**src/hw/rtl/detection_box_decode_filter_assert.svh**
```systemverilog
// Assertion macros shared by the detection box decode filter.
`ifndef DETECTION_BOX_DECODE_FILTER_ASSERT_SVH
`define DETECTION_BOX_DECODE_FILTER_ASSERT_SVH

// Same-cycle implication, checked outside of reset.
`define DBDF_ASSERT_NOW(lbl, clk, rst_n, ante, cons, msg) \
    lbl: assert property (@(posedge clk) disable iff (!rst_n) (ante) |-> (cons)) \
        else $error(msg);

// Next-cycle implication, checked outside of reset.
`define DBDF_ASSERT_NEXT(lbl, clk, rst_n, ante, cons, msg) \
    lbl: assert property (@(posedge clk) disable iff (!rst_n) (ante) |=> (cons)) \
        else $error(msg);

`endif

```
**src/hw/rtl/dbdf_pkg.sv**
```systemverilog
// Shared types, constants and helpers of the detection box decode filter.
package dbdf_pkg;

    // Field widths.
    localparam int COORD_W     = 16;
    localparam int SCORE_W     = 16;
    localparam int SCALE_W     = 16;
    localparam int PIX_W       = 12;
    localparam int IDX_W       = 3;
    localparam int MAX_CLASSES = 8;

    // Stream word layout.
    localparam int IN_W       = 4 * COORD_W + MAX_CLASSES * SCORE_W;
    localparam int SCORE_LSB  = 4 * COORD_W;
    localparam int OUT_BITS   = IDX_W + SCORE_W + 4 * PIX_W;
    localparam int OUT_W      = ((OUT_BITS + 7) / 8) * 8;

    // Size filter: each side must be over MIN_SIDE and under LIMIT_NUM/LIMIT_DEN of the frame.
    localparam int MIN_SIDE  = 10;
    localparam int LIMIT_NUM = 4;
    localparam int LIMIT_DEN = 5;

    // Configuration port.
    localparam int APB_AW = 5;
    localparam int APB_DW = 32;

    localparam logic [2:0] REG_SCORE_THR = 3'd0;
    localparam logic [2:0] REG_SCALE_X   = 3'd1;
    localparam logic [2:0] REG_SCALE_Y   = 3'd2;
    localparam logic [2:0] REG_FRAME_W   = 3'd3;
    localparam logic [2:0] REG_FRAME_H   = 3'd4;

    localparam logic [SCORE_W-1:0] RST_SCORE_THR = 16'd19661;
    localparam logic [SCALE_W-1:0] RST_SCALE_X   = 16'd4096;
    localparam logic [SCALE_W-1:0] RST_SCALE_Y   = 16'd3072;
    localparam logic [PIX_W-1:0]   RST_FRAME_W   = 12'd640;
    localparam logic [PIX_W-1:0]   RST_FRAME_H   = 12'd480;

    // A class candidate in the argmax tree.
    typedef struct packed {
        logic [IDX_W-1:0]   idx;
        logic [SCORE_W-1:0] score;
    } t_best;

    // One clipped axis as a lane reports it.
    typedef struct packed {
        logic [PIX_W-1:0] org;
        logic [PIX_W-1:0] size;
        logic             ok;
    } t_axis_res;

    // The higher-index candidate wins only on a strictly larger score.
    function automatic t_best pick(input t_best lo, input t_best hi);
        t_best w;
        w = (hi.score > lo.score) ? hi : lo;
        return w;
    endfunction

endpackage

```
**src/hw/rtl/dbdf_axis_lane.sv**
```systemverilog
// One axis lane: scales an edge and a size to frame pixels, clips and size-checks them.
module dbdf_axis_lane (
    input  logic                          i_clk,
    input  logic                          i_en,
    input  logic [dbdf_pkg::COORD_W-1:0]  i_center,
    input  logic [dbdf_pkg::COORD_W-1:0]  i_size,
    input  logic [dbdf_pkg::SCALE_W-1:0]  i_scale,
    input  logic [dbdf_pkg::PIX_W-1:0]    i_side,
    output dbdf_pkg::t_axis_res           o_res
);

    // Stage A: edge = 2*center - size in 1/32 pixel, as sign and magnitude.
    logic [17:0] edge_diff;
    logic [16:0] edge_mag;
    logic        edge_neg;
    logic [16:0] r_a_mag;
    logic        r_a_neg;
    logic [15:0] r_a_size;

    always_comb begin
        edge_diff = {1'b0, i_center, 1'b0} - {2'b00, i_size};
        edge_neg  = edge_diff[17];
        edge_mag  = edge_neg ? 17'(~edge_diff + 18'd1) : edge_diff[16:0];
    end

    always_ff @(posedge i_clk) begin
        if (i_en) begin
            r_a_mag  <= edge_mag;
            r_a_neg  <= edge_neg;
            r_a_size <= i_size;
        end
    end

    // Stage B: the two multiplications by the scale.
    logic [32:0] r_b_eprod;
    logic [31:0] r_b_sprod;
    logic        r_b_neg;

    always_ff @(posedge i_clk) begin
        if (i_en) begin
            r_b_eprod <= 33'(r_a_mag) * 33'(i_scale);
            r_b_sprod <= 32'(r_a_size) * 32'(i_scale);
            r_b_neg   <= r_a_neg;
        end
    end

    // Stage C: truncate toward zero, form the far edge and clip both ends.
    logic [15:0]        edge_q;
    logic [15:0]        size_q;
    logic signed [17:0] near_edge;
    logic signed [17:0] far_edge;
    logic signed [17:0] side_s;
    logic [15:0]        r_c_org;
    logic signed [17:0] r_c_end;

    always_comb begin
        edge_q    = r_b_eprod[32:17];
        size_q    = r_b_sprod[31:16];
        near_edge = r_b_neg ? -$signed({2'b00, edge_q}) : $signed({2'b00, edge_q});
        far_edge  = near_edge + $signed({2'b00, size_q});
        side_s    = $signed({6'd0, i_side});
    end

    always_ff @(posedge i_clk) begin
        if (i_en) begin
            r_c_org <= r_b_neg ? '0 : edge_q;
            r_c_end <= (far_edge < side_s) ? far_edge : side_s;
        end
    end

    // Clipped length and the size window, checked as 5*(len+1) <= 4*side.
    logic signed [18:0] clip_len;
    logic [12:0]        len_p1;
    logic [14:0]        len_scaled;
    logic [14:0]        side_scaled;

    always_comb begin
        clip_len    = 19'(r_c_end) - $signed({3'b000, r_c_org});
        len_p1      = {1'b0, clip_len[11:0]} + 13'd1;
        len_scaled  = 15'(len_p1) * 15'(dbdf_pkg::LIMIT_DEN);
        side_scaled = 15'(i_side) * 15'(dbdf_pkg::LIMIT_NUM);
        o_res.org   = r_c_org[11:0];
        o_res.size  = clip_len[11:0];
        o_res.ok    = (clip_len > $signed(19'(dbdf_pkg::MIN_SIDE)))
                      && (len_scaled <= side_scaled);
    end

endmodule

```
**src/hw/rtl/dbdf_argmax.sv**
```systemverilog
// Registered three-level argmax tree over the class score lanes.
module dbdf_argmax #(
    parameter int CLASS_COUNT = 8
) (
    input  logic                                                   i_clk,
    input  logic                                                   i_en,
    input  logic [dbdf_pkg::MAX_CLASSES-1:0][dbdf_pkg::SCORE_W-1:0] i_scores,
    output dbdf_pkg::t_best                                        o_best
);

    dbdf_pkg::t_best leaf [dbdf_pkg::MAX_CLASSES];
    dbdf_pkg::t_best r_l1 [4];
    dbdf_pkg::t_best r_l2 [2];
    dbdf_pkg::t_best r_l3;

    // Leaves: classes past CLASS_COUNT score zero and can never win.
    always_comb begin
        for (int k = 0; k < dbdf_pkg::MAX_CLASSES; k++) begin
            leaf[k].idx   = dbdf_pkg::IDX_W'(k);
            leaf[k].score = (k < CLASS_COUNT) ? i_scores[k] : '0;
        end
    end

    // One tree level per pipeline stage; ties keep the lower index.
    always_ff @(posedge i_clk) begin
        if (i_en) begin
            for (int k = 0; k < 4; k++) begin
                r_l1[k] <= dbdf_pkg::pick(leaf[2*k], leaf[2*k+1]);
            end
            for (int k = 0; k < 2; k++) begin
                r_l2[k] <= dbdf_pkg::pick(r_l1[2*k], r_l1[2*k+1]);
            end
            r_l3 <= dbdf_pkg::pick(r_l2[0], r_l2[1]);
        end
    end

    assign o_best = r_l3;

endmodule

```
**src/hw/rtl/detection_box_decode_filter.sv**
```systemverilog
// Top level of the detection box decode filter: config registers, lanes, merge and output skid.
// A word goes through lane stages A to C and the argmax levels, then the output register.
// Throughput: one anchor per cycle unless held, set by the three-stage lanes and argmax tree.
// A dropped anchor leaves no word; a stalled output fills the skid, then holds the pipeline.
// Reset (i_rst_n low, synchronous) clears all valids and loads the register defaults.
`include "detection_box_decode_filter_assert.svh"

module detection_box_decode_filter #(
    parameter int CLASS_COUNT = 8
) (
    input  logic                          i_clk,
    input  logic                          i_rst_n,
    // Anchor words in.
    input  logic                          s_axis_tvalid,
    output logic                          s_axis_tready,
    // center_x, center_y, box_w, box_h, score0 .. score7, 16 bits each
    input  logic [dbdf_pkg::IN_W-1:0]     s_axis_tdata,
    // Detection words out.
    output logic                          m_axis_tvalid,
    input  logic                          m_axis_tready,
    // class_index, best_score, left_px, top_px, width_px, height_px, zero pad
    output logic [dbdf_pkg::OUT_W-1:0]    m_axis_tdata,
    // Configuration port.
    input  logic                          psel,
    input  logic                          penable,
    input  logic                          pwrite,
    input  logic [dbdf_pkg::APB_AW-1:0]   paddr,
    input  logic [dbdf_pkg::APB_DW-1:0]   pwdata,
    output logic [dbdf_pkg::APB_DW-1:0]   prdata,
    output logic                          pready
);

    // Configuration registers.
    logic [dbdf_pkg::SCORE_W-1:0] r_thr;
    logic [dbdf_pkg::SCALE_W-1:0] r_scale_x;
    logic [dbdf_pkg::SCALE_W-1:0] r_scale_y;
    logic [dbdf_pkg::PIX_W-1:0]   r_frame_w;
    logic [dbdf_pkg::PIX_W-1:0]   r_frame_h;
    logic [2:0]                   reg_sel;
    logic                         cfg_wr;

    assign pready  = 1'b1;
    assign reg_sel = paddr[dbdf_pkg::APB_AW-1:2];
    assign cfg_wr  = psel && penable && pwrite && pready;

    always_ff @(posedge i_clk) begin
        if (!i_rst_n) begin
            r_thr     <= dbdf_pkg::RST_SCORE_THR;
            r_scale_x <= dbdf_pkg::RST_SCALE_X;
            r_scale_y <= dbdf_pkg::RST_SCALE_Y;
            r_frame_w <= dbdf_pkg::RST_FRAME_W;
            r_frame_h <= dbdf_pkg::RST_FRAME_H;
        end else if (cfg_wr) begin
            unique case (reg_sel)
                dbdf_pkg::REG_SCORE_THR: r_thr     <= pwdata[dbdf_pkg::SCORE_W-1:0];
                dbdf_pkg::REG_SCALE_X:   r_scale_x <= pwdata[dbdf_pkg::SCALE_W-1:0];
                dbdf_pkg::REG_SCALE_Y:   r_scale_y <= pwdata[dbdf_pkg::SCALE_W-1:0];
                dbdf_pkg::REG_FRAME_W:   r_frame_w <= pwdata[dbdf_pkg::PIX_W-1:0];
                dbdf_pkg::REG_FRAME_H:   r_frame_h <= pwdata[dbdf_pkg::PIX_W-1:0];
                default: ;
            endcase
        end
    end

    // Register read back.
    always_comb begin
        unique case (reg_sel)
            dbdf_pkg::REG_SCORE_THR: prdata = dbdf_pkg::APB_DW'(r_thr);
            dbdf_pkg::REG_SCALE_X:   prdata = dbdf_pkg::APB_DW'(r_scale_x);
            dbdf_pkg::REG_SCALE_Y:   prdata = dbdf_pkg::APB_DW'(r_scale_y);
            dbdf_pkg::REG_FRAME_W:   prdata = dbdf_pkg::APB_DW'(r_frame_w);
            dbdf_pkg::REG_FRAME_H:   prdata = dbdf_pkg::APB_DW'(r_frame_h);
            default:                 prdata = '0;
        endcase
    end

    // Pipeline advance: the whole pipeline moves while the skid stage is empty.
    logic       pipe_en;
    logic [2:0] r_vld;
    logic       r_skid_vld;
    logic       r_out_vld;

    assign pipe_en       = !r_skid_vld;
    assign s_axis_tready = pipe_en;

    always_ff @(posedge i_clk) begin
        if (!i_rst_n) begin
            r_vld <= '0;
        end else if (pipe_en) begin
            r_vld <= {r_vld[1:0], s_axis_tvalid};
        end
    end

    // Unpack the score lanes.
    logic [dbdf_pkg::MAX_CLASSES-1:0][dbdf_pkg::SCORE_W-1:0] scores;

    always_comb begin
        for (int k = 0; k < dbdf_pkg::MAX_CLASSES; k++) begin
            scores[k] = s_axis_tdata[dbdf_pkg::SCORE_LSB + k*dbdf_pkg::SCORE_W +: dbdf_pkg::SCORE_W];
        end
    end

    dbdf_pkg::t_best     best;
    dbdf_pkg::t_axis_res res_x;
    dbdf_pkg::t_axis_res res_y;

    dbdf_argmax #(
        .CLASS_COUNT (CLASS_COUNT)
    ) u_argmax (
        .i_clk    (i_clk),
        .i_en     (pipe_en),
        .i_scores (scores),
        .o_best   (best)
    );

    dbdf_axis_lane u_lane_x (
        .i_clk    (i_clk),
        .i_en     (pipe_en),
        .i_center (s_axis_tdata[15:0]),
        .i_size   (s_axis_tdata[47:32]),
        .i_scale  (r_scale_x),
        .i_side   (r_frame_w),
        .o_res    (res_x)
    );

    dbdf_axis_lane u_lane_y (
        .i_clk    (i_clk),
        .i_en     (pipe_en),
        .i_center (s_axis_tdata[31:16]),
        .i_size   (s_axis_tdata[63:48]),
        .i_scale  (r_scale_y),
        .i_side   (r_frame_h),
        .o_res    (res_y)
    );

    // Merge: the anchor passes only if the score and both axes pass.
    logic                        pass;
    logic [dbdf_pkg::OUT_W-1:0]  res_word;

    always_comb begin
        pass     = r_vld[2] && (best.score >= r_thr) && res_x.ok && res_y.ok;
        res_word = dbdf_pkg::OUT_W'({res_y.size, res_x.size, res_y.org, res_x.org,
                                     best.score, best.idx});
    end

    // Output register with a skid stage behind it.
    logic [dbdf_pkg::OUT_W-1:0] r_out_data;
    logic [dbdf_pkg::OUT_W-1:0] r_skid_data;
    logic [dbdf_pkg::OUT_W-1:0] n_out_data;
    logic [dbdf_pkg::OUT_W-1:0] n_skid_data;
    logic                       n_out_vld;
    logic                       n_skid_vld;

    always_comb begin
        n_out_data  = r_out_data;
        n_skid_data = r_skid_data;
        n_out_vld   = r_out_vld;
        n_skid_vld  = r_skid_vld;
        if (r_out_vld && m_axis_tready) begin
            n_out_vld  = r_skid_vld;
            n_out_data = r_skid_data;
            n_skid_vld = 1'b0;
        end
        if (pipe_en && pass) begin
            if (!n_out_vld) begin
                n_out_vld  = 1'b1;
                n_out_data = res_word;
            end else begin
                n_skid_vld  = 1'b1;
                n_skid_data = res_word;
            end
        end
    end

    always_ff @(posedge i_clk) begin
        if (!i_rst_n) begin
            r_out_vld  <= 1'b0;
            r_skid_vld <= 1'b0;
        end else begin
            r_out_vld  <= n_out_vld;
            r_skid_vld <= n_skid_vld;
        end
    end

    always_ff @(posedge i_clk) begin
        r_out_data  <= n_out_data;
        r_skid_data <= n_skid_data;
    end

    assign m_axis_tvalid = r_out_vld;
    assign m_axis_tdata  = r_out_data;

    // Checks on the filter and the output staging.
    `DBDF_ASSERT_NOW(a_min_side, i_clk, i_rst_n, m_axis_tvalid, (m_axis_tdata[54:43] > 12'(dbdf_pkg::MIN_SIDE)) && (m_axis_tdata[66:55] > 12'(dbdf_pkg::MIN_SIDE)), "box side at or below minimum")
    `DBDF_ASSERT_NOW(a_score_thr, i_clk, i_rst_n, m_axis_tvalid, m_axis_tdata[18:3] >= r_thr, "result score under threshold")
    `DBDF_ASSERT_NOW(a_class_rng, i_clk, i_rst_n, m_axis_tvalid, 32'(m_axis_tdata[2:0]) < CLASS_COUNT, "class index out of range")
    `DBDF_ASSERT_NEXT(a_skid_drain, i_clk, i_rst_n, r_skid_vld, r_out_vld, "skid word lost")

endmodule

```
**config.mk**
```make
export PLATFORM = sky130hd
export DESIGN_NAME = detection_box_decode_filter
export DESIGN_NICKNAME = d
export VERILOG_FILES = /design/src/hw/rtl/dbdf_pkg.sv /design/src/hw/rtl/dbdf_axis_lane.sv /design/src/hw/rtl/dbdf_argmax.sv /design/src/hw/rtl/detection_box_decode_filter.sv
export VERILOG_INCLUDE_DIRS = /design/src /design/src/hw/rtl
export SDC_FILE = /design/constraint.sdc
export NUM_CORES = 2
export LEC_CHECK = 0
export BUFFER_PORTS_ARGS = -buffer_cell sky130_fd_sc_hd__buf_2
export CAP_MARGIN = 10
export CORE_MARGIN = 8
export CORE_UTILIZATION = 45
export DETAILED_ROUTE_END_ITERATION = 10
export GPL_TIMING_DRIVEN = 1
export MAX_ROUTING_LAYER = met4
export SLEW_MARGIN = 5
export SYNTH_ARGS = -nofsm -noshare
export SYNTH_HDL_FRONTEND = slang
export SYNTH_HIERARCHICAL = 1
export SYNTH_SLANG_ARGS = --single-unit
```
**constraint.sdc**
```tcl
create_clock -name i_clk -period 9 [get_ports i_clk]
set_clock_uncertainty 0.1 [all_clocks]
set_input_delay 1.8 -clock i_clk [delete_from_list [all_inputs] [get_ports i_clk]]
set_output_delay 1.8 -clock i_clk [all_outputs]
set_load 0.005 [all_outputs]
```
* Word-level counts from Yosys, hierarchy flattened
Memories as Yosys holds them, arrays and structs flattened.
Index checks and enable logic that the tools add are counted.
** Word-level totals
- ROM bits :: 0
- Bits in registers :: 503
- Latch bits :: 0
- Input port bits :: 236
- Output and inout port bits :: 107
- RAM bits :: 114
- Memories :: 2
** Memories
- u_argmax.r_l1 :: words 4, width 19, rd ports 4, clocked after memory_dff 0, wr ports 4, RTL line dbdf_argmax.sv:12 : dbdf_pkg::t_best r_l1 [4];
- u_argmax.r_l2 :: words 2, width 19, rd ports 2, clocked after memory_dff 0, wr ports 2, RTL line dbdf_argmax.sv:13 : dbdf_pkg::t_best r_l2 [2];
** Operators by class
- Add/subtract/negate cells :: 12
- Eq/ne operators :: 4
- Multiply operators :: 6
- Mux-type cells :: 23
- Reduce and logical (&&, ||, !) cells :: 17
- Order comparisons :: 14
- Shifts and indexed selects :: 0
- Bitwise gates (word level) :: 2
- Div/mod/pow operators :: 0
** Operators by type and width (number)
- 2-to-1 mux 72 bit :: 3
- greater-than comparator 16 bit :: 7
- 2-to-1 mux 17 bit :: 6
- one-hot mux 16 bit (5 select lines) :: 1
- multiplier 17 x 16 -> 33 bit :: 2
- multiplier 16 x 16 -> 32 bit :: 2
- 2-to-1 mux 19 bit :: 3
- greater-than comparator 19 x 5 -> 1 bit (second input constant) :: 2
- subtractor 18 x 17 -> 19 bit :: 2
- adder 18 x 17 -> 18 bit :: 2
- less-than comparator 18 x 13 -> 1 bit :: 2
- 2-to-1 mux 18 bit :: 2
- negator 16 -> 18 bit :: 2
- subtractor 17 x 16 -> 18 bit :: 2
- adder 17 x 1 -> 17 bit (second input constant) :: 2
- NOT 17 bit :: 2
- <= comparator 15 x 14 -> 1 bit :: 2
- multiplier 13 x 3 -> 15 bit (second input constant) :: 2
- adder 12 x 1 -> 13 bit (second input constant) :: 2
- 2-to-1 mux 12 bit :: 2
- >= comparator 16 bit :: 1
- AND reduction 2 bit :: 6
- logical AND 1 bit :: 9
- == test 3 x 2 -> 1 bit (second input constant) :: 2
- 5 further kinds :: 10

* Longest topological paths before layout
- Word-level depth :: 9
- Depth in mapped cells :: 33
- Depth with buffers taken out :: 31

* By module
The synthesis kept the hierarchy.
** By module, submodules not included
- dbdf_axis_lane (u_lane_y) :: sequential area each 3002.9 um^2, cells an instance 2670, times used 1, area an instance 24369.6 um^2
- dbdf_axis_lane (u_lane_x) :: sequential area each 3002.9 um^2, cells an instance 2673, times used 1, area an instance 24339.6 um^2
- dbdf_argmax :: sequential area each 3693.5 um^2, cells an instance 963, times used 1, area an instance 9669.3 um^2
- detection_box_decode_filter :: sequential area each 4994.8 um^2, cells an instance 862, times used 1, area an instance 8924.8 um^2

* Worst setup path after synthesis
Ideal clock, no wire load.
- Kind :: flip-flop to flip-flop
- Start :: register r_skid_vld
- End :: register r_skid_data[0] (netlist name) (enable)
- Buffers on the path :: 1
- Required time :: 8358 ps
- Stages on the path, launching flop included :: 7
- Slack :: -913 ps
- Arrival time :: 9271 ps
- Period minus slack after synthesis :: 9913 ps
- Path through :: dfxtp_1 buf_2 clkinv_1 nand4_1 nor2_1 nand2b_1 nor2_1
** On the way
- Cells in the longest elaborated chain, start to end :: 3
- Elaborated cells between the ends (all ways) :: 4
- Classes of those cells :: mux: 1; reduce/logical: 3
** RTL lines
- start, declared :: RTL line detection_box_decode_filter.sv:80 : logic r_skid_vld;
- start signal, assigned :: RTL line detection_box_decode_filter.sv:181 : r_skid_vld <= n_skid_vld;
- logical NOT 1 bit :: RTL line detection_box_decode_filter.sv:83 : assign pipe_en = !r_skid_vld;
- named net s_axis_tready :: RTL line detection_box_decode_filter.sv:15 : output logic s_axis_tready,
- logical AND 1 bit :: RTL line detection_box_decode_filter.sv:164 : if (pipe_en && pass) begin
- AND reduction 2 bit (no line)
- end signal, assigned :: RTL line detection_box_decode_filter.sv:187 : r_skid_data <= n_skid_data;
- end, declared :: RTL line detection_box_decode_filter.sv:148 : logic [dbdf_pkg::OUT_W-1:0] r_skid_data;
The timed path passes the listed nets, and every way through them passes these cells.
A chain may end at the register's enable or synchronous reset.

==> run summary <==
status: finished, final reports clean
layout cells sized above 1: 8.45%
Slew @ Worst Pin: 1.20 ns
WS Path Type: register to register
largest net degree at the start of global routing: 158
cts hold-fix bufs: 0
Die H: 403 um
total power: 17.7 mW
post-route cell area: 72700 um2
worst hold slack: 0.352 ns
crit path launch type: register
worst hold path class: register to register
Synth Register Bits: 539
max_slew headroom: 19.4%
leakage power: 35.1 nW
DRT antenna net count: 0
# Max-Cap Violations: 0
CTS Buffer Depth: 3
Post-Synth XOR/XNOR Area: 2.62%
CTS clk-pin slew, worst paths: 0.06 ns
# setup viols final: 0
post-route setup TNS: 0 ns
TritonRoute pass-1 iters: 8
Vias per Instance: 5.41
Tmin final: 7.86 ns
IO buf count: 307
drt wl/cell: 19.7 um
syn_area_per_cell: 9.39 um2
Die X-Extent: 403 um
clk_lat worst skew: 0.66 ns
Initial Utilization: 45.1%
final number of max-transition violations: 0
RSZ-0062 raised after global routing: no
DPL Wire Length: 143 mm
All-Layer GR Usage: 22.9%
number of buffers added for setup after CTS: 0
Pwr per Cell Area: 243 nW/um2
CTS tree: yes
Post-Synth Simple-Gate Area: 15.6%
Row Count: 142
first-pass GRT wire length: 289 mm
Synth Area in Compound Gates: 9.55%
Initial DRC Count: 3142
final WL: 184 mm
Synth Flop Type: edfxtp_1
period utilization: 87.4%
# nets final: 9065
peak supply drop: 0.411 mV
register area share after synthesis: 21.8%
Layout area overhead: 8.01%
Critical Path Max Stage Delay: 0.63 ns
CTS sink cnt: 539
Cell Area, Synth: 67300 um2
CTS H-tree lvls: 3
CP required: 9.46 ns
GRT overflow: 0
antenna violations before repair: 23
Synth Instances: 7168
combinational family with the most area after synthesis: adder cells
Synth Area in Adders: 37.5%
Yosys cell types: 103
CTS Buf Count: 66
Async SR Flop Fraction: 0%
GP Congestion: 0.910
max frequency: 127 MHz
CP max stage cell: or4b_2
Post-CTS Resized: 0
mux contribution to synthesized area: 3.21%
Post-synth EDFFs: 390
placed instance area: 70400 um2
Crit. End Element: register
root buf cell: clkbuf_16
number of global-route vias before repair: 51872
cell repeated most along the worst path: ha_1
CP Data Arrival Time: 8.32 ns
die area: 162000 um2
DR vias: 50322
core box area: 149000 um2
IO Count: 343
yosys warns: 6
Remaining DRCs: 0
CP max FO: 25
number of hold violations in the final report: 0
-- power breakdown --
group	total [mW]	internal [mW]	switching (mW)
Combinational	10.8	4.70	6.12
Clock	2.74	1.62	1.12
Sequential	4.11	3.41	0.696
-- synth_stat cells, types with 61 or more instances --
library cell     n  share of area [%]
o21ai_0        102               0.76
inv_1         1309                7.3
xnor2_1        156                2.0
nand2_1        939                5.2
ha_1           726                 13
fa_1           808                 24
and2_1         431                4.0
edfxtp_1       390                 17
mux2i_1        118                1.8
nor3_1         122               0.91
clkbuf_1       246                1.4
nor2b_1         93               0.86
nor2_1         190                1.1
a211o_1         61               0.79
dfxtp_1        149                4.4
nand3_1        115               0.86
a21oi_1        213                1.6
-- through the flow --
| stage | util (%) | std cells | setup slack, ns |
|---|---|---|---|
| after floorplan | - | 7183 | 1.11 |
| after global placement | 47.2 | 9168 | 1.14 |
| after detailed placement | 47.2 | 9168 | 1.14 |
| after CTS | 48.7 | 9289 | 1.09 |
| after global routing | 48.7 | 9299 | 0.629 |
| final | 48.7 | 9306 | 1.14 |
-- placed cells by master (no fill, tap or decap), types with 51 or more instances in the layout --
cell,n
o21ai_0,102
nand2_1,938
dfxtp_1,149
mux2i_1,118
ha_1,726
a21oi_1,213
nor4_1,58
o21a_1,52
nand3_1,115
nor3_1,122
and2_1,431
nor2b_1,93
edfxtp_1,390
clkbuf_16,70
xnor2_1,156
inv_1,1309
buf_4,70
mux2_2,52
fa_1,808
a211o_1,60
o221ai_1,51
a21o_1,54
nor2_1,189
buf_2,307
-- area by class of cell --
cell class                      instances  area (um2)
Inverter                             1310        4930
Clock inverter                         35         384
Fill cell                           14096       76500
Multi-Input combinational cell       4996       46200
Antenna cell                           14        35.0
Tap cell                             1944        2430
Clock buffer                           86        1850
Sequential cell                       539       14700
Timing Repair Buffer                  382        2140
-- cells by family (layout without fill, tap and decap cells) --
kind of cell | Yosys count | after routing
buffers and inverters | 1648 | 1813
AO/OA/AOI/OAI | 907 | 907
AND/OR/NAND/NOR | 2138 | 2138
multiplexers | 199 | 199
flip-flops | 539 | 539
XOR/XNOR | 201 | 201
other | 2 | 31
adder cells (fa/ha/maj) | 1534 | 1534
-- flip-flops by register name, indices dropped and copies added, names as in the netlist, 17 cells and up --
register          flops
m_axis_tdata         72
u_argmax/r_l1        68
r_skid_data          67
u_argmax/r_l2        36
u_argmax/o_best      19
u_lane_x/r_c_end     18
u_lane_y/r_c_end     18
u_lane_x/r_a_mag     17
u_lane_y/r_a_mag     17
-- metal layers --
metal	vias to the layer above	wire length, um	share of wire, %	GRT usage (%)
li1	23693	-	-	-
met2	1480	80900	44	35.0
met1	24914	84600	46	31.6
met4	0	4290	2.3	5.45
met5	-	0	0	-
met3	235	13900	7.6	4.64
-- worst max-delay path, delay by kind of cell, from the launching register on --
family | cells | cell delay (ns)
adders and majority gates | 5 | 1.34
and+or+nand+nor | 11 | 2.61
DFF | 1 | 0.37
xor gates and xnor gates | 1 | 0.29
AOI/OAI and AO/OA | 12 | 2.55
buffers and inverters | 3 | 0.49
-- worst paths after layout --
kind	from	to	slack, ns	cells after the start
setup / recovery	u_lane_x/r_c_end[0]	m_axis_tdata[14]	1.14	32
hold / removal	u_argmax/o_best[18]	r_skid_data[2]	0.35	0
setup reg to reg	u_lane_x/r_c_end[0]	m_axis_tdata[14]	1.14	32
hold reg to reg	u_argmax/o_best[18]	r_skid_data[2]	0.35	0
(Power assumes the default switching activity.)
